===== config.mk =====
export PLATFORM = sky130hd
export DESIGN_NAME = bbmm_mix
export DESIGN_NICKNAME = d
export VERILOG_FILES = /design/src/rtl/bbmm_pkg.sv /design/src/rtl/bbmm_mix.sv
export SDC_FILE = /design/constraint.sdc
export NUM_CORES = 1
export LEC_CHECK = 0
export BUFFER_PORTS_ARGS = -buffer_cell sky130_fd_sc_hd__buf_4
export CAP_MARGIN = 20
export CORE_MARGIN = 2
export CORE_UTILIZATION = 55
export DETAILED_ROUTE_END_ITERATION = 10
export PLACE_DENSITY = 0.84
export SYNTH_ARGS = -nofsm -noshare
export SYNTH_HDL_FRONTEND = slang
export SYNTH_SLANG_ARGS = --single-unit

===== constraint.sdc =====
create_clock -name clk -period 12.5 [get_ports clk]
set_input_delay 2.5 -clock clk [delete_from_list [all_inputs] [get_ports clk]]
set_output_delay 2.5 -clock clk [all_outputs]
set_load 0.02 [all_outputs]

===== src/rtl/bbmm_pkg.sv =====
// shared types, register codes and constants of the balance robot motor mixer
`timescale 1ns / 1ps
`default_nettype none

package bbmm_pkg;

	localparam int CFG_IDX_W = 8;
	localparam int CFG_DATA_W = 21;

	localparam int INTEGRAL_BOUND_DEF = 10000;
	localparam int INTEGRAL_W = 15;

	localparam logic signed [7:0] DIR_STEP = 8'sd60;
	localparam logic signed [5:0] STEER_TARGET = 6'sd15;

	localparam logic signed [16:0] RST_BALANCE_ANGLE = -17'sd2048;
	localparam logic signed [20:0] RST_UPRIGHT_KP = -21'sd84480;
	localparam logic signed [20:0] RST_UPRIGHT_KD = -21'sd563;
	localparam logic signed [20:0] RST_SPEED_KP = 21'sd30720;
	localparam logic signed [20:0] RST_SPEED_KI = 21'sd154;
	localparam logic signed [20:0] RST_STEER_KP = 21'sd10240;
	localparam logic signed [20:0] RST_STEER_KD = -21'sd205;
	localparam logic [14:0] RST_DRIVE_LIMIT = 15'd7200;

	typedef enum logic [CFG_IDX_W-1:0] {
		REG_BALANCE_ANGLE = 8'd0,
		REG_UPRIGHT_KP = 8'd1,
		REG_UPRIGHT_KD = 8'd2,
		REG_SPEED_KP = 8'd3,
		REG_SPEED_KI = 8'd4,
		REG_STEER_KP = 8'd5,
		REG_STEER_KD = 8'd6,
		REG_DRIVE_LIMIT = 8'd7
	} reg_idx_t;

	typedef struct packed {
		logic signed [16:0] balance_angle;
		logic signed [20:0] upright_kp;
		logic signed [20:0] upright_kd;
		logic signed [20:0] speed_kp;
		logic signed [20:0] speed_ki;
		logic signed [20:0] steer_kp;
		logic signed [20:0] steer_kd;
		logic [14:0] drive_limit;
	} cfg_t;

	typedef struct packed {
		logic signed [16:0] pitch;
		logic signed [15:0] pitch_rate;
		logic signed [15:0] yaw_rate;
		logic signed [15:0] wheel_delta;
		logic signed [1:0] drive_dir;
		logic signed [1:0] steer_dir;
	} item_t;

	// raw products, scaled down in the mixing stage
	typedef struct packed {
		logic signed [38:0] up_p;
		logic signed [36:0] upd_p;
		logic signed [37:0] spd_p;
		logic signed [35:0] ki_p;
		logic signed [26:0] stk_p;
		logic signed [36:0] std_p;
	} prod_t;

endpackage

`default_nettype wire


===== src/rtl/bbmm_mix.sv =====
// scaling toward zero, motor mixing and drive saturation into the output register
`timescale 1ns / 1ps
`default_nettype none

module bbmm_mix (
	input wire logic clk,
	input wire bbmm_pkg::prod_t prod_s2,
	input wire logic [14:0] drive_limit,
	input wire logic load,
	output logic signed [15:0] left_q,
	output logic signed [15:0] right_q
);

	function automatic logic signed [33:0] div256(input logic signed [38:0] p);
		logic signed [38:0] biased;
		biased = p + (p[38] ? 39'sd255 : 39'sd0);
		return 34'(biased >>> 8);
	endfunction

	function automatic logic signed [33:0] div65536(input logic signed [38:0] p);
		logic signed [38:0] biased;
		biased = p + (p[38] ? 39'sd65535 : 39'sd0);
		return 34'(biased >>> 16);
	endfunction

	function automatic logic signed [15:0] sat(input logic signed [33:0] v,
		input logic signed [33:0] lim);
		logic signed [33:0] r;
		if (v > lim) begin
			r = lim;
		end else if (v < -lim) begin
			r = -lim;
		end else begin
			r = v;
		end
		return 16'(r);
	endfunction

	logic signed [33:0] base;
	logic signed [33:0] turn;
	logic signed [33:0] lim;

	always_comb begin
		base = div65536(prod_s2.up_p) + div256(39'(prod_s2.upd_p))
			+ div256(39'(prod_s2.spd_p)) + div256(39'(prod_s2.ki_p));
		turn = div256(39'(prod_s2.stk_p)) + div256(39'(prod_s2.std_p));
		// limit never exceeds 32767, so the int16 saturation is covered by it
		lim = $signed({19'd0, drive_limit});
	end

	always_ff @(posedge clk) begin
		if (load) begin
			left_q <= sat(base - turn, lim);
			right_q <= sat(base + turn, lim);
		end
	end

endmodule

`default_nettype wire


* Yosys cells after proc, flatten, opt, wreduce, memory -nomap -nowiden
Index checks and enable logic that the tools add are counted.
** Operators by class
- Add/sub/neg operators :: 13
- Magnitude comparators :: 4
- Mux-type cells :: 10
** Operator list (count)
- 37-bit by 9-bit adder with 38-bit output :: 2
- 34-bit by 16-bit > comparator with 1-bit output :: 2
- 34-bit < comparator :: 2
- 16-bit two-way mux :: 3
- 8-bit two-way mux :: 5
- 38-bit by 9-bit adder with 39-bit output :: 1
- 39-bit by 17-bit adder with 39-bit output :: 1
- 36-bit by 9-bit adder with 37-bit output :: 1
- 33-bit by 31-bit adder with 34-bit output :: 1
- 15-bit negation with 34-bit output :: 1
- 33-bit by 31-bit subtractor with 34-bit output :: 1
- 32-bit by 29-bit adder with 33-bit output :: 1
- 31-bit by 31-bit adder with 32-bit output :: 1
- 20-bit by 30-bit adder with 31-bit output :: 1
- 23-bit by 30-bit adder with 31-bit output :: 1
- 15-bit two-way mux :: 2
- 27-bit by 9-bit adder with 28-bit output :: 1
** Word-level totals
- Input port bits :: 231
- Bits in registers :: 32
- Output and inout port bits :: 32
- Word-level logic and storage cells :: 31

* Longest topological paths before layout
- Depth in word-level cells :: 9
- Mapped depth :: 50
- Depth with buffers taken out :: 46

* Worst setup path after synthesis
Ideal clock, no wire load.
- Path type :: input to register
- From :: input prod_s2[176] in the netlist's numbering
- To :: register left_q[4], data pin
- Cell stages on the path :: 47
- Buffers on the path :: 4
- Required time :: 12.237 ns
- Slack :: -0.262 ns
- Arrival :: 12.498 ns
- Cell sequence :: ha_1 a31o_2 a21o_1 a21o_1 a21o_1 a211o_1 o211ai_1 a21oi_1 and3_1 and2_1 clkbuf_1 xor2_1 fa_1 inv_1 fa_1 inv_1 ha_1 nor2b_1 (+11 left out) or2_2 nor4b_4 nand2_2 nand4_2 a21oi_2 o41a_4 o311ai_4 mux2i_1 o2111ai_2 ha_1 nand4_1 nor2_1 nand2_1 o311ai_1 clkbuf_1 clkbuf_1 mux2i_1 mux2i_1
** On the way
- Longest elaborated chain between the ends :: 8
- Elaborated cells between the ends (all ways) :: 9
- Classes of those cells :: add/sub: 5; order compare: 2; mux: 2
** RTL lines
- start, declared :: line bbmm_mix.sv:7 : input wire bbmm_pkg::prod_t prod_s2,
- 39-bit by 17-bit adder with 39-bit output * :: line bbmm_mix.sv:22 : biased = p + (p[38] ? 39'sd65535 : 39'sd0);
- 23-bit by 30-bit adder with 31-bit output * :: line bbmm_mix.sv:44 : base = div65536(prod_s2.up_p) + div256(39'(prod_s2.upd_p))
- 31-bit by 31-bit adder with 32-bit output * :: line bbmm_mix.sv:45 : + div256(39'(prod_s2.spd_p)) + div256(39'(prod_s2.ki_p));
- 32-bit by 29-bit adder with 33-bit output * :: line bbmm_mix.sv:45
- 33-bit by 31-bit subtractor with 34-bit output * :: line bbmm_mix.sv:53 : left_q <= sat(base - turn, lim);
- 34-bit < comparator :: line bbmm_mix.sv:31 : end else if (v < -lim) begin
- 16-bit two-way mux :: line bbmm_mix.sv:31
- 15-bit two-way mux * :: line bbmm_mix.sv:29 : if (v > lim) begin
- end signal, assigned :: line bbmm_mix.sv:53
- end, declared :: line bbmm_mix.sv:10 : output logic signed [15:0] left_q,
Every way passes the cells marked *; elsewhere a longest branch is shown, timed or not.
A chain may end at the register's enable or synchronous reset.

* Final worst setup path
- From :: input prod_s2[213] in the netlist's numbering
- To :: register right_q[6], data pin
** On the way
- Longest elaborated chain between the ends :: 9
- Elaborated cells between the ends (all ways) :: 10
- Classes of those cells :: add/sub: 5; order compare: 2; mux: 3
** RTL lines
- 16-bit two-way mux :: line bbmm_mix.sv:22
- 39-bit by 17-bit adder with 39-bit output * :: line bbmm_mix.sv:22
- 23-bit by 30-bit adder with 31-bit output * :: line bbmm_mix.sv:44
- 31-bit by 31-bit adder with 32-bit output * :: line bbmm_mix.sv:45
- 32-bit by 29-bit adder with 33-bit output * :: line bbmm_mix.sv:45
- 33-bit by 31-bit adder with 34-bit output * :: line bbmm_mix.sv:54 : right_q <= sat(base + turn, lim);
- 34-bit < comparator :: line bbmm_mix.sv:31
- 16-bit two-way mux :: line bbmm_mix.sv:31
- 15-bit two-way mux * :: line bbmm_mix.sv:29
- end signal, assigned :: line bbmm_mix.sv:54
- end, declared :: line bbmm_mix.sv:11 : output logic signed [15:0] right_q
Marks and branches as above.

==> impl_metrics.json <==
{
  "outcome": "finished, final reports clean",
  "cts_tree": "done",
  "fp.coreArea_um2": 29700,
  "cp_slowest_cell": "fa_1",
  "cts_sinks": 32,
  "syn_inst": 2124,
  "cp_max_fo": 9,
  "cp-start-kind": "input pin",
  "arrival_ps": 12150,
  "hold_viol_final": 0,
  "final_core_util": 0.697,
  "worst_pin_slew_ps": 866,
  "hpwl_um": 46200,
  "viasPerCell": 5.92,
  "antenna_found_initial": 3,
  "crit_required_ps": 12510,
  "synth.distinct_cells": 93,
  "async_reset_ff_frac": 0,
  "yosysWarnings": 0,
  "portBuffers": 262,
  "synth-seq-cells": 32,
  "drcViolationCount": 0,
  "gp_congestion": 0.978,
  "synth_edf_count": 32,
  "grt_pass1_wl_um": 81800,
  "die_width_um": 178,
  "grt_pass1_vias": 16900,
  "grt_use_met1": 0.377,
  "fmax_mhz": 82.4,
  "grt_usage": 0.320,
  "synth_top_flop_cell": "edfxtp_1",
  "fp.dieArea_um2": 31600,
  "cpMostUsedCell": "buf_4",
  "top_usage_layer": "met2",
  "cp_slowest_stage_delay_ps": 540,
  "core.rowCount": 63,
  "grt_max_degree": 33,
  "die_h_um": 178,
  "cp-end-kind": "register",
  "maxSlewHeadroom": 0.415,
  "netlist.area_leader.share": 0.208,
  "drv_cap": 0,
  "htreeDepth": 2,
  "yosysTopAreaCell": "ha_1",
  "path_clk_slew_ps": 50,
  "syn-mean-instance-area_um2": 7.82,
  "drive_gt1_frac": 0.224,
  "cts_buffers": 5,
  "setup_viol": 0,
  "root_buffer": "clkbuf_16",
  "grt_use_met3": 0.0473,
  "synthTopCellsByArea": "ha_1 (21%), xnor2_1 (10%), fa_1 (8.0%), edfxtp_1 (5.8%), inv_1 (4.8%)",
  "vias": 17300,
  "drtAntennaViolNets": 0,
  "syn2layout_area_growth_pct": 24.7,
  "first_pass_iters": 5,
  "use_met2": 0.574,
  "hold_class": "in -> reg",
  "drt-total-wl_um": 52200,
  "timing.hold.ws_ps": 2540,
  "critPathKind": "in -> reg",
  "clockBufferDepth": 2,
  "post-route-period-util": 0.971,
  "slew_viol_final": 0,
  "period_minus_slack_ps": 12140,
  "drt_iter0_markers": 1143,
  "syn-num-nets": 2697,
  "io_pins": 263,
  "synthesis.area_um2": 16600,
  "initial_core_util": 0.559,
  "nets": 3099,
  "seq_area_frac_synth": 0.0579,
  "overflow": 0,
  "wl_per_cell_um": 17.9
}
logic make-up (layout without fill, tap and decap cells):
group,count (synthesis),in the layout,synth area share
xor+xnor,279,279,0.148
compound gates,548,548,0.227
flops,32,32,0.0579
fa+ha+maj,343,343,0.288
mux,36,36,0.0224
buf+inv,261,663,0.0624
simple gates,625,625,0.194
other cells,0,3,0
path summary, 6_finish.rpt:
| kind | cells after the start | endpoint | from |
|---|---|---|---|
| min | 2 | right_q[13] | drive_limit[13] |
| max | 47 | right_q[6] | prod_s2[213] |
state kept, by name, summed over array words and instances (netlist names):
name	count
left_q	16
right_q	16
routing by layer:
metal	share of wire	up-vias
li1	-	8469
met1	0.41	8053
met2	0.48	611
met3	0.061	133
met4	0.045	0
met5	0	-
layout by cell type, fill, tap and decap left out, types with 8 or more instances in the layout:
master,count
o211ai_1,24
a21o_1,104
nor4_1,13
and2_1,15
nor3_1,57
nand4_1,52
o31ai_1,11
a211oi_1,15
nor2b_1,20
and4_1,17
a21oi_1,135
a31o_2,9
nand2b_1,28
or2_2,10
a31oi_1,21
and3_1,29
o21a_1,30
mux2_2,9
o21ai_0,57
buf_4,439
a2111oi_0,9
ha_1,269
xor2_1,86
fa_1,65
mux2i_1,26
a221o_1,8
xnor2_1,182
xnor2_2,9
nor2_1,143
edfxtp_1,32
nand2_1,119
inv_1,213
a21oi_2,10
nand3_1,67
o21bai_1,19
critical path: cells and delay by family:
family / cells / cell delay, ps
adders and majority gates: 7 / 2590
muxes: 1 / 320
xor gates and xnor gates: 2 / 300
AOI/OAI and AO/OA: 24 / 4330
buffers and inverters: 7 / 1000
and+or+nand+nor: 6 / 1040
repair_timing:
action,in CTS,in global routing
hold buffers,0,0
setup buffers,1,8
pin swaps,1,39
gates resized for setup,1,79
setup endpoints to repair,12,32
cell usage after synthesis, drive strengths merged (26+ instances only):
library cell,count
ha,276
inv,214
xnor2,191
nor2,146
a21oi,145
nand2,121
a21o,104
xor2,88
nand3,68
o21ai,68
fa,66
nor3,57
nand4,54
edfxtp,32
and3,31
nand2b,30
o21a,30
mux2i,26
stage by stage:
step | setup slack, ps | area (µm²) | instances | TNS (ps)
3_5_place_dp | -429 | 20100 | 2900 | -7490
2_1_floorplan | 9.88 | 16600 | 2124 | 0
3_3_place_gp | -202 | 20100 | 2900 | -2010
5_1_grt | -90.4 | 20700 | 2919 | -700
6_report | 364 | 20700 | 2919 | 0
4_1_cts | 3.69 | 20300 | 2908 | 0
cell type report:
cell class	instances	area, µm²
fill	2399	9000
multi-input combinational	1831	15000
antenna	3	7.51
clock inverter	2	7.51
sequential	32	961
inverter	214	803
clock buffer	5	125
timing repair buffer	442	3340
tap	390	488
Power is left out: the tool's default activity adds up to more than one toggle a clock period on the data nets, which glitch-free logic cannot reach.
