--- src/rtl/bbmm_pkg.sv ---
// shared types, register codes and constants of the balance robot motor mixer
`timescale 1ns / 1ps
`default_nettype none

package bbmm_pkg;

	localparam int CFG_IDX_W = 8;
	localparam int CFG_DATA_W = 21;

	localparam int INTEGRAL_BOUND_DEF = 10000;
	localparam int INTEGRAL_W = 15;

	localparam logic signed [7:0] DIR_STEP = 8'sd60;
	localparam logic signed [5:0] STEER_TARGET = 6'sd15;

	localparam logic signed [16:0] RST_BALANCE_ANGLE = -17'sd2048;
	localparam logic signed [20:0] RST_UPRIGHT_KP = -21'sd84480;
	localparam logic signed [20:0] RST_UPRIGHT_KD = -21'sd563;
	localparam logic signed [20:0] RST_SPEED_KP = 21'sd30720;
	localparam logic signed [20:0] RST_SPEED_KI = 21'sd154;
	localparam logic signed [20:0] RST_STEER_KP = 21'sd10240;
	localparam logic signed [20:0] RST_STEER_KD = -21'sd205;
	localparam logic [14:0] RST_DRIVE_LIMIT = 15'd7200;

	typedef enum logic [CFG_IDX_W-1:0] {
		REG_BALANCE_ANGLE = 8'd0,
		REG_UPRIGHT_KP = 8'd1,
		REG_UPRIGHT_KD = 8'd2,
		REG_SPEED_KP = 8'd3,
		REG_SPEED_KI = 8'd4,
		REG_STEER_KP = 8'd5,
		REG_STEER_KD = 8'd6,
		REG_DRIVE_LIMIT = 8'd7
	} reg_idx_t;

	typedef struct packed {
		logic signed [16:0] balance_angle;
		logic signed [20:0] upright_kp;
		logic signed [20:0] upright_kd;
		logic signed [20:0] speed_kp;
		logic signed [20:0] speed_ki;
		logic signed [20:0] steer_kp;
		logic signed [20:0] steer_kd;
		logic [14:0] drive_limit;
	} cfg_t;

	typedef struct packed {
		logic signed [16:0] pitch;
		logic signed [15:0] pitch_rate;
		logic signed [15:0] yaw_rate;
		logic signed [15:0] wheel_delta;
		logic signed [1:0] drive_dir;
		logic signed [1:0] steer_dir;
	} item_t;

	// raw products, scaled down in the mixing stage
	typedef struct packed {
		logic signed [38:0] up_p;
		logic signed [36:0] upd_p;
		logic signed [37:0] spd_p;
		logic signed [35:0] ki_p;
		logic signed [26:0] stk_p;
		logic signed [36:0] std_p;
	} prod_t;

endpackage

`default_nettype wire

--- src/rtl/bbmm_ifs.sv ---
// valid/ready channel interfaces: sensor words in, drive words out, register writes
`timescale 1ns / 1ps
`default_nettype none


interface bbmm_cfg_if;
	logic valid;
	logic ready;
	logic [bbmm_pkg::CFG_IDX_W-1:0] index;
	logic [bbmm_pkg::CFG_DATA_W-1:0] data;

	modport source (output valid, index, data, input ready);
	modport sink (input valid, index, data, output ready);
endinterface

`default_nettype wire

--- src/rtl/bbmm_regs.sv ---
// configuration register file with write decoder
`timescale 1ns / 1ps
`default_nettype none

module bbmm_regs (
	input wire logic clk,
	input wire logic arst_n,
	bbmm_cfg_if.sink cfg,
	output bbmm_pkg::cfg_t regs
);

	bbmm_pkg::cfg_t regs_q;

	assign cfg.ready = 1'b1;
	assign regs = regs_q;

	always_ff @(posedge clk or negedge arst_n) begin
		if (!arst_n) begin
			regs_q.balance_angle <= bbmm_pkg::RST_BALANCE_ANGLE;
			regs_q.upright_kp <= bbmm_pkg::RST_UPRIGHT_KP;
			regs_q.upright_kd <= bbmm_pkg::RST_UPRIGHT_KD;
			regs_q.speed_kp <= bbmm_pkg::RST_SPEED_KP;
			regs_q.speed_ki <= bbmm_pkg::RST_SPEED_KI;
			regs_q.steer_kp <= bbmm_pkg::RST_STEER_KP;
			regs_q.steer_kd <= bbmm_pkg::RST_STEER_KD;
			regs_q.drive_limit <= bbmm_pkg::RST_DRIVE_LIMIT;
		end else if (cfg.valid) begin
			unique case (bbmm_pkg::reg_idx_t'(cfg.index))
				bbmm_pkg::REG_BALANCE_ANGLE: regs_q.balance_angle <= cfg.data[16:0];
				bbmm_pkg::REG_UPRIGHT_KP: regs_q.upright_kp <= cfg.data;
				bbmm_pkg::REG_UPRIGHT_KD: regs_q.upright_kd <= cfg.data;
				bbmm_pkg::REG_SPEED_KP: regs_q.speed_kp <= cfg.data;
				bbmm_pkg::REG_SPEED_KI: regs_q.speed_ki <= cfg.data;
				bbmm_pkg::REG_STEER_KP: regs_q.steer_kp <= cfg.data;
				bbmm_pkg::REG_STEER_KD: regs_q.steer_kd <= cfg.data;
				bbmm_pkg::REG_DRIVE_LIMIT: regs_q.drive_limit <= cfg.data[14:0];
				default: begin
					// unknown index, write dropped
				end
			endcase
		end
	end

endmodule

`default_nettype wire

--- src/flat_wrapper.sv ---
// flat-port wrapper written by rule: the top's interface ports become plain ports
module bbmm_regs_flat 
  (clk, arst_n, regs, cfg_valid, cfg_index, cfg_data, cfg_ready);
  bbmm_cfg_if cfg_i ();
  input wire logic clk;
  input wire logic arst_n;
  output bbmm_pkg::cfg_t regs;
  input wire logic [$bits(cfg_i.valid)-1:0] cfg_valid;
  input wire logic [$bits(cfg_i.index)-1:0] cfg_index;
  input wire logic [$bits(cfg_i.data)-1:0] cfg_data;
  output wire logic [$bits(cfg_i.ready)-1:0] cfg_ready;
  assign cfg_i.valid = cfg_valid;
  assign cfg_i.index = cfg_index;
  assign cfg_i.data = cfg_data;
  assign cfg_ready = cfg_i.ready;
  bbmm_regs u_core (.clk(clk), .arst_n(arst_n), .cfg(cfg_i), .regs(regs));
endmodule
--- config.mk ---
export PLATFORM = sky130hd
export DESIGN_NAME = bbmm_regs_flat
export DESIGN_NICKNAME = d
export VERILOG_FILES = /design/src/rtl/bbmm_pkg.sv /design/src/rtl/bbmm_ifs.sv /design/src/rtl/bbmm_regs.sv /design/src/flat_wrapper.sv
export SDC_FILE = /design/constraint.sdc
export NUM_CORES = 1
export LEC_CHECK = 0
export BUFFER_PORTS_ARGS = -buffer_cell sky130_fd_sc_hd__buf_4
export CAP_MARGIN = 20
export CORE_MARGIN = 8
export CORE_UTILIZATION = 46
export DETAILED_ROUTE_END_ITERATION = 7
export PLACE_DENSITY = 0.85
export RECOVER_POWER = 100
export SLEW_MARGIN = 0
export SYNTH_ARGS = -nofsm -noshare
export SYNTH_HDL_FRONTEND = slang
export SYNTH_SLANG_ARGS = --single-unit
--- constraint.sdc ---
create_clock -name clk -period 0.8 [get_ports clk]
set_clock_uncertainty 0.1 [all_clocks]
set_input_delay 0.12 -clock clk [delete_from_list [all_inputs] [get_ports clk]]
set_output_delay 0.12 -clock clk [all_outputs]
set_load 0.01 [all_outputs]
# [Yosys cells after proc, flatten, opt, wreduce, memory -nomap -nowiden]
# Cells that the tools add are included.
# Widths: inputs -> output; s select.
[totals] output_inout_bits=159 regBits=158
[op_classes] n_reduce_logical=9 n_eq_ne=7
[ops] operator="$eq 8x3->1 const B" n=4
[ops] operator="$eq 8x2->1 const B" n=2
[ops] operator="$reduce_and 2->1" n=8
[ops] operator="$eq 8x1->1 const B" n=1
[ops] operator="$logic_not 8->1" n=1

# [Logic depth before layout (Yosys ltp)]
# Gate-level depths: netlist (run 1).
[logic_depth] ltp_word=2 depth_mapped=4 depth_no_buf=3

# [Least setup slack after synthesis (run 1)]
# Ideal clock, no wire load.
[synth_timing] path_kind="input -> register" from="input cfg_index[5]" to="register u_core.regs_q (netlist bit u_core.regs[100])" path_buffers=1 path_stages=4 setup_slack_ps=-1067 t_arrival_ps=1642 path_cell_list="or4_4 > or4_4 > buf_6 > mux2_4"
[synth_via] elab_chain_cells=2
[synth_lines] item="start, declared" line_no="flat_wrapper.sv:9" source="input wire logic [$bits(cfg_i.index)-1:0] cfg_index;"
[synth_lines] item="$eq 8x2->1" line_no="bbmm_regs.sv:28" source="unique case (bbmm_pkg::reg_idx_t'(cfg.index))"
[synth_lines] item="$reduce_and 2->1 (no source line)"
[synth_lines] item="end, declared" line_no="bbmm_regs.sv:12" source="bbmm_pkg::cfg_t regs_q;"
# Every way passes these cells.
# A chain may end at the register's enable or synchronous reset.

# [Worst setup path in the final report (run 1)]
[layout_timing] from="input cfg_index[6]" to="register u_core.regs_q (netlist bit u_core.regs[78])"
# The elaborated chain is that of the path after synthesis.

==> flow_metrics.tcl, run 1 <==
set metrics [dict create \
    failed_checks "negative hold slack, negative setup slack" \
    peakVddDrop_mv 1.48 \
    synth_area_per_cell_um2 17.5 \
    die_h_um 131 \
    critPathArrivalTime_ps 1850 \
    min_to "u_core.regs[35]$_DFFE_PN1P_" \
    cts_max_level 4 \
    endpoint_kind "flip-flop" \
    layout_common_cells "174 x buf_6, 124 x buf_4, 95 x dfrtp_1" \
    drt_iter0_drc 240 \
    cp_max_fo 6 \
    ys_seq_area_share_pct 66.3 \
    hold_buffers 1 \
    cap_violations 0 \
    first_pass_iters 4 \
    pin_count 191 \
    hpwl_mm 12.0 \
    track_usage_pct 24.2 \
    start_util_pct 46.5 \
    port_buffers 189 \
    crit_path_max_incr_delay_ps 550 \
    p_leak_nw 5.32 \
    crit_chain "buf_6 -> or4_4 -> buf_6 -> nor4b_4 -> buf_4 -> buf_12 -> mux2_4" \
    routabilityCongestion 0.803 \
    fp.dieW_um 131 \
    fin_ws_ps -842 \
    grt_pass1_vias 4947 \
    reg2reg_slack_ps -380 \
    reg2reg_depth 3 \
    fp.coreArea_mm2 0.0131 \
    startpoint_type "input pin" \
    final_common_cell "buf_6" \
    crit_type "in -> reg" \
    cts_root_buf "clkbuf_16" \
    drive_gt1_share_pct 84.3 \
    clk_pin_slew_ps 60 \
    clock_latency_ps 420 \
    largest_reg_flops 158 \
    antenna_cells 0 \
    crit_start "cfg_index[6]" \
    period_share_pct 205 \
    reg2reg_to "u_core.regs[52]$_DFFE_PN0P_" \
    synthCells 347 \
    num_vias 4549 \
    fin_hold_ws_ps -129 \
    syn_area_mm2 0.00608 \
    finish.instance_area_mm2 0.0105 \
    grt.busiest_layer "met2" \
    yosys_warnings 0 \
    cts_buffers 17 \
    min-delay-path-class "in -> reg" \
    crit_slowest_cell "or4_4" \
    crit_top_cell "buf_6" \
    final.min_clock_period_ps 1640 \
    grt-ovfl-total 0 \
    rsz0062_at_grt "yes" \
    drt_wl_total_mm 22.8 \
    area_growth_pct 73.0 \
    setup-tns-final_ps -166500 \
    grt_antenna_before_repair 0 \
    cts_tree "done" \
    fmax_ghz 0.609 \
    clkSinkCount 158 \
    hold_viol_final 158 \
    power_density_mw_per_mm2 1880 \
    post-route-util_pct 80.4 \
    ys_seq_elements 158 \
    yosys.cell_types.count 23 \
    use_met3_pct 9.58 \
    cts.path.max_buffers 2 \
    dpl_cell_area_mm2 0.00810 \
    worstHoldPathCells 2 \
    cp.required_ps 1010 \
    viasPerCell 5.25 \
    power_w 0.0198 \
    use_met1_pct 25.1 \
    use_met2_pct 42.5 \
    min-delay-start "cfg_data[20]" \
    status "finished, violations left" \
    grt_max_degree 23 \
    synth_nets 379 \
    setup-violations-final 436 \
    drv_slew 0 \
    final_antenna_net_count 0 \
    grt_pass1_wl_mm 29.6 \
    row_count 42 \
    dieArea_mm2 0.0172 \
    remaining_drc_errors 0 \
    routedWlPerCell_um 26.3 \
    reg2reg_from "u_core.regs[52]$_DFFE_PN0P_" \
    nets 709 \
]
[kinds of logic after synthesis]
kind of cell  count (synthesis)  synth area share [%]
flops                       158                  66.3
simple gates                 14                  1.79
other cells                   1                0.0616
buf+inv                      16                  1.40
mux                         158                  30.5
[per-layer routing]
| metal | part of all wire [%] | routed length (um) |
|---|---|---|
| met5 | 0 | 0 |
| met4 | 2.6 | 595 |
| met3 | 8.3 | 1900 |
| met2 | 52 | 11800 |
| met1 | 37 | 8430 |
[power breakdown]
part | total, W | internal (W) | switching, W
clock | 0.00846 | 0.00519 | 0.00328
sequential | 0.00885 | 0.00850 | 0.000343
combinational | 0.00253 | 0.00152 | 0.00100
total | 0.0198 | 0.0152 | 0.00462
[worst max path at each step]
stage                                         to
finish               u_core.regs[78]$_DFFE_PN0P_
floorplan           u_core.regs[100]$_DFFE_PN0P_
global placement     u_core.regs[87]$_DFFE_PN0P_
detailed placement   u_core.regs[78]$_DFFE_PN0P_
CTS                  u_core.regs[78]$_DFFE_PN0P_
global route         u_core.regs[85]$_DFFE_PN0P_
[worst max-delay path, delay by kind of cell]
kind | cells | cell delay, ps
buf+inv | 4 | 570
mux | 1 | 310
simple gates | 2 | 830
[metrics by stage]
step	setup slack, ps	instances	hold WS [ps]
final	-842	866	-129
after global routing	-864	866	-136
after CTS	-813	820	-140
after detailed placement	-1300	736	-89.8
after global placement	-1240	736	-88.6
after floorplan	-1070	347	-276
[synthesized netlist by cell type (all sizes together)]
library cell	count	area (um2)
or4	2	22.5
nand4b	1	8.76
nor4	2	12.5
buf	14	77.6
nand4	2	12.5
nor2	1	3.75
nand2	1	3.75
nor3	1	10.0
conb	1	3.75
clkbuf	1	3.75
inv	1	3.75
nor3b	1	7.51
nand3b	1	7.51
nand3	1	5.00
mux2	158	1850
dfstp	63	1660
dfrtp	95	2380
nor4b	1	15.0
[what timing repair did]
item,CTS,global route
endpoints found under the setup margin,316,325
pin swaps,5,3
gates resized for setup,227,42
buffers inserted,47,39
hold endpoints to repair,316,158
gates cloned,5,9
[final cells by class]
class | instances | area [um2]
tap | 176 | 220
timing repair buffer | 326 | 3420
clock buffer | 23 | 479
sequential | 158 | 4030
clock inverter | 9 | 131
multi-input combinational | 173 | 2240
inverter | 1 | 3.75
fill | 614 | 2560
No activity file was read; power rests on OpenSTA's default activity.
==> inputs of run 2 (changes only) <==
--- a/config.mk
+++ b/config.mk
@@ -7,6 +7,7 @@
 export LEC_CHECK = 0
 export BUFFER_PORTS_ARGS = -buffer_cell sky130_fd_sc_hd__buf_4
 export CAP_MARGIN = 20
+export CORE_ASPECT_RATIO = 0.5
 export CORE_MARGIN = 8
 export CORE_UTILIZATION = 46
 export DETAILED_ROUTE_END_ITERATION = 7
==> flow_metrics.tcl, run 2 (synthesized netlist as in run 1, its figures left out) <==
set metrics [dict create \
    fin_hold_ws_ps -119 \
    period_share_pct 210 \
    worstHoldPathCells 2 \
    dpl_cell_area_mm2 0.00812 \
    reg2reg_depth 3 \
    grt_antenna_before_repair 1 \
    clk_pin_slew_ps 70 \
    cp.required_ps 1010 \
    fmax_ghz 0.595 \
    fp.coreArea_mm2 0.0128 \
    fp.dieW_um 179 \
    layout_common_cells "170 x buf_6, 134 x buf_4, 95 x dfrtp_1" \
    worst_slew_pin_slew_ps 601 \
    crit_type "in -> reg" \
    rsz0062_at_grt "yes" \
    cts_root_buf "clkbuf_16" \
    crit_top_cell "buf_12" \
    p_switching_w 0.00489 \
    row_count 29 \
    area_growth_pct 74.0 \
    power.share.clock_pct 43.1 \
    cp_max_fo 7 \
    critical-path-top-delay-family "simple AND/OR/NAND/NOR gates" \
    p_comb_share_pct 13.2 \
    power_density_mw_per_mm2 1920 \
    dieArea_mm2 0.0174 \
    crit_buf_inv 4 \
    grt-ovfl-total 0 \
    path_depth 7 \
    hpwl_mm 12.4 \
    num_vias 4912 \
    reg2reg_to "u_core.regs[146]$_DFFE_PN0P_" \
    grt_pass1_vias 5112 \
    track_usage_pct 25.5 \
    hold_viol_final 158 \
    cts_max_level 4 \
    status "finished, violations left" \
    setup-violations-final 466 \
    crit_chain "buf_6 -> or4_4 -> buf_12 -> nor4b_4 -> buf_4 -> buf_12 -> mux2_4" \
    crit_path_max_incr_delay_ps 560 \
    grt_max_degree 34 \
    routabilityCongestion 0.793 \
    critPathArrivalTime_ps 1890 \
    routedWlPerCell_um 29.5 \
    power_w 0.0203 \
    p_sw_share_pct 24.1 \
    cap_violations 0 \
    failed_checks "negative hold slack, negative setup slack" \
    endpoint_kind "flip-flop" \
    final.min_clock_period_ps 1680 \
    startpoint_type "input pin" \
    final_antenna_net_count 0 \
    grt_pass1_wl_mm 33.1 \
    final_common_cell "buf_6" \
    min_to "u_core.regs[32]$_DFFE_PN1P_" \
    drt_iter0_drc 430 \
    finish.instance_area_mm2 0.0106 \
    cts.path.max_buffers 2 \
    p_seq_share_pct 43.7 \
    slew_headroom_pct 59.9 \
    largest_reg_flops 158 \
    crit_slowest_cell "or4_4" \
    drv_slew 0 \
    cts_buffers 17 \
    port_buffers 189 \
    reg2reg_slack_ps -370 \
    reg2reg_from "u_core.regs[146]$_DFFE_PN0P_" \
    hold_buffers 1 \
    drt_wl_total_mm 25.7 \
    fin_ws_ps -880 \
    start_util_pct 47.6 \
    setup-tns-final_ps -194820 \
    nets 717 \
    min-delay-path-class "in -> reg" \
    clock_latency_ps 420 \
    place_ws_ps -1290 \
    remaining_drc_errors 0 \
    drive_gt1_share_pct 84.1 \
    pin_count 191 \
    peakVddDrop_mv 1.51 \
    internal_power_w 0.0154 \
    clkSinkCount 158 \
    min-delay-start "cfg_data[17]" \
    post-route-util_pct 82.9 \
    cts_tree "done" \
    die_h_um 97.3 \
    p_leak_nw 5.36 \
    first_pass_iters 5 \
    viasPerCell 5.65 \
]
==> run 2: power groups by stage <==
| stage | clock network (W) | logic (W) | registers [W] |
|---|---|---|---|
| 4_1_cts | 0.00857 | 0.00237 | 0.00880 |
| 3_3_place_gp | 0 | 0.00182 | 0.00883 |
| 6_report | 0.00874 | 0.00268 | 0.00886 |
| 2_1_floorplan | 0 | 0.000405 | 0.00900 |
| 3_5_place_dp | 0 | 0.00187 | 0.00885 |
| 5_1_grt | 0.00913 | 0.00279 | 0.00888 |
==> run 2: area by class of cell <==
| class | count | area, um2 |
|---|---|---|
| Multi-Input combinational cell | 173 | 2250 |
| Clock inverter | 7 | 141 |
| Inverter | 1 | 3.75 |
| Antenna cell | 1 | 2.50 |
| Sequential cell | 158 | 4030 |
| Clock buffer | 25 | 465 |
| Tap cell | 170 | 213 |
| Fill cell | 538 | 2190 |
| Timing Repair Buffer | 334 | 3470 |
==> run 2: per-layer routing <==
layer | up-vias | wire length [um] | global-route usage [%]
li1 | 1917 | - | -
met3 | 88 | 1830 | 6.01
met1 | 2600 | 9820 | 30.1
met4 | 0 | 1450 | 15.1
met5 | - | 0 | 0
met2 | 307 | 12600 | 41.8
==> run 2: timing repair <==
item / in CTS / in global routing
resized for setup: 226 / 52
pin swaps: 6 / 7
cloned: 3 / 3
hold endpoints to repair: 316 / 158
buffers inserted: 54 / 50
endpoints found under the setup margin: 316 / 316
==> run 2: through the flow <==
stage                     cells  hold slack [ps]
after floorplan             347             -276
after global placement      730             -121
after detailed placement    730             -115
after CTS                   820             -131
after global routing        869             -125
final                       869             -119
==> run 2: how the worst max path moves through the flow <==
| stage | start | endpoint |
|---|---|---|
| after global routing | cfg_index[5] | u_core.regs[94]$_DFFE_PN0P_ |
| after global placement | cfg_index[5] | u_core.regs[17]$_DFFE_PN0P_ |
| after CTS | cfg_index[6] | u_core.regs[80]$_DFFE_PN0P_ |
| after floorplan | cfg_index[5] | u_core.regs[100]$_DFFE_PN0P_ |
| final | cfg_index[5] | u_core.regs[82]$_DFFE_PN0P_ |
| after detailed placement | cfg_index[5] | u_core.regs[17]$_DFFE_PN0P_ |
==> inputs of run 3 (changes only) <==
--- a/config.mk
+++ b/config.mk
@@ -13,6 +13,7 @@
 export DETAILED_ROUTE_END_ITERATION = 7
 export PLACE_DENSITY = 0.85
 export RECOVER_POWER = 100
+export SETUP_SLACK_MARGIN = 0.05
 export SLEW_MARGIN = 0
 export SYNTH_ARGS = -nofsm -noshare
 export SYNTH_HDL_FRONTEND = slang
==> flow_metrics.tcl, run 3 (synthesized netlist as in run 1, its figures left out) <==
set metrics [dict create \
    pin_count 191 \
    fp.dieW_um 179 \
    route.layer.met1.wl_mm 10.3 \
    routedWlPerCell_um 30.1 \
    rsz0062_at_grt "yes" \
    cts.path.max_buffers 2 \
    critPathArrivalTime_ps 1910 \
    crit_path_max_incr_delay_ps 560 \
    power_w 0.0204 \
    startpoint_type "input pin" \
    final_common_cell "buf_6" \
    grt-ovfl-total 0 \
    hpwl_mm 12.4 \
    period_share_pct 212 \
    power_density_mw_per_mm2 1910 \
    reg2reg_depth 3 \
    track_usage_pct 25.5 \
    hold_buffers 1 \
    wl_met2_mm 12.6 \
    row_count 29 \
    fin_hold_ws_ps -132 \
    final_antenna_net_count 0 \
    fmax_ghz 0.589 \
    grt_max_degree 34 \
    grt_antenna_before_repair 1 \
    port_buffers 189 \
    die_h_um 97.3 \
    failed_checks "negative hold slack, negative setup slack" \
    cts_root_buf "clkbuf_16" \
    remaining_drc_errors 0 \
    min-delay-path-class "in -> reg" \
    met3_length_mm 1.71 \
    hold_viol_final 158 \
    p_leak_nw 5.39 \
    crit_slowest_cell "or4_4" \
    drt_wl_total_mm 26.2 \
    nets 720 \
    setup-tns-final_ps -185530 \
    clock_latency_ps 430 \
    endpoint_kind "flip-flop" \
    crit_chain "buf_6 -> or4_4 -> buf_12 -> buf_4 -> nor3_4 -> clkbuf_16 -> mux2_4" \
    num_vias 4955 \
    first_pass_iters 4 \
    setup-violations-final 439 \
    largest_reg_flops 158 \
    start_util_pct 47.6 \
    post-route-util_pct 83.4 \
    fp.coreArea_mm2 0.0128 \
    final.min_clock_period_ps 1700 \
    grt_pass1_wl_mm 33.1 \
    viasPerCell 5.68 \
    status "finished, violations left" \
    routabilityCongestion 0.793 \
    layout_common_cells "170 x buf_6, 134 x buf_4, 95 x dfrtp_1" \
    fin_ws_ps -899 \
    crit_type "in -> reg" \
    drive_gt1_share_pct 84.2 \
    cap_violations 0 \
    clkSinkCount 158 \
    area_growth_pct 75.1 \
    cp.required_ps 1020 \
    drv_slew 0 \
    drt_iter0_drc 392 \
    clk_pin_slew_ps 70 \
    top_layer "met4" \
    grt_pass1_vias 5112 \
    worstHoldPathCells 2 \
    cp_max_fo 7 \
    dieArea_mm2 0.0174 \
    cts_buffers 17 \
    cts_tree "done" \
    cts_max_level 4 \
    peakVddDrop_mv 1.19 \
]
run 3: cell count changes in the layout (fill, tap and decap cells not counted):
cell / previous run / this run
clkbuf_4: 0 / 1
buf_12: 17 / 16
buf_16: 1 / 2
clkbuf_16: 19 / 21
run 3: worst max-delay path: cells and delay by family:
kind	cells	cell delay, ps
muxes	1	310
and+or+nand+nor	2	840
buffers and inverters	4	640
run 3: repair_timing:
item | 4_1_cts | 5_1_grt
endpoints found under the setup margin | 316 | 342
hold endpoints to repair | 316 | 158
buffers inserted | 54 | 50
resized for setup | 226 | 53
pin swaps | 6 | 8
gates cloned | 3 | 5
run 3: area by class of cell:
type	count	area, um2
multi-input combinational	173	2250
clock buffer	25	465
sequential	158	4030
clock inverter	7	141
timing repair buffer	337	3540
antenna	1	2.50
fill	510	2120
tap	170	213
inverter	1	3.75
run 3: final timing paths:
path                                              start                           end  slack, ps
max                                        cfg_index[5]   u_core.regs[13]$_DFFE_PN0P_       -900
max in group asynchronous                        arst_n  u_core.regs[115]$_DFFE_PN1P_       -110
min                                        cfg_data[17]   u_core.regs[32]$_DFFE_PN1P_       -130
min in group asynchronous                        arst_n  u_core.regs[123]$_DFFE_PN0P_        100
max reg2reg                u_core.regs[146]$_DFFE_PN0P_  u_core.regs[146]$_DFFE_PN0P_       -380
min reg2reg                 u_core.regs[70]$_DFFE_PN0P_   u_core.regs[70]$_DFFE_PN0P_        430
run 3: stage by stage:
stage	setup WS [ps]	std cells	cell area, um2
after floorplan	-1070	347	6170
after global placement	-1240	730	8120
after detailed placement	-1290	730	8120
after CTS	-831	820	10000
after global routing	-931	872	10700
final	-899	872	10700
run 3: metal layers:
metal	up-vias	global-route usage, %
met5	-	0
li1	1918	-
met2	295	41.8
met3	104	6.01
met4	0	15.1
met1	2638	30.1
run 3: power breakdown:
part	switching (W)	internal, W	leakage (nW)	total [W]
Sequential	0.000364	0.00850	1.96	0.00886
Clock	0.00350	0.00532	0.290	0.00882
Combinational	0.00112	0.00159	3.14	0.00271
Total	0.00499	0.0154	5.39	0.0204
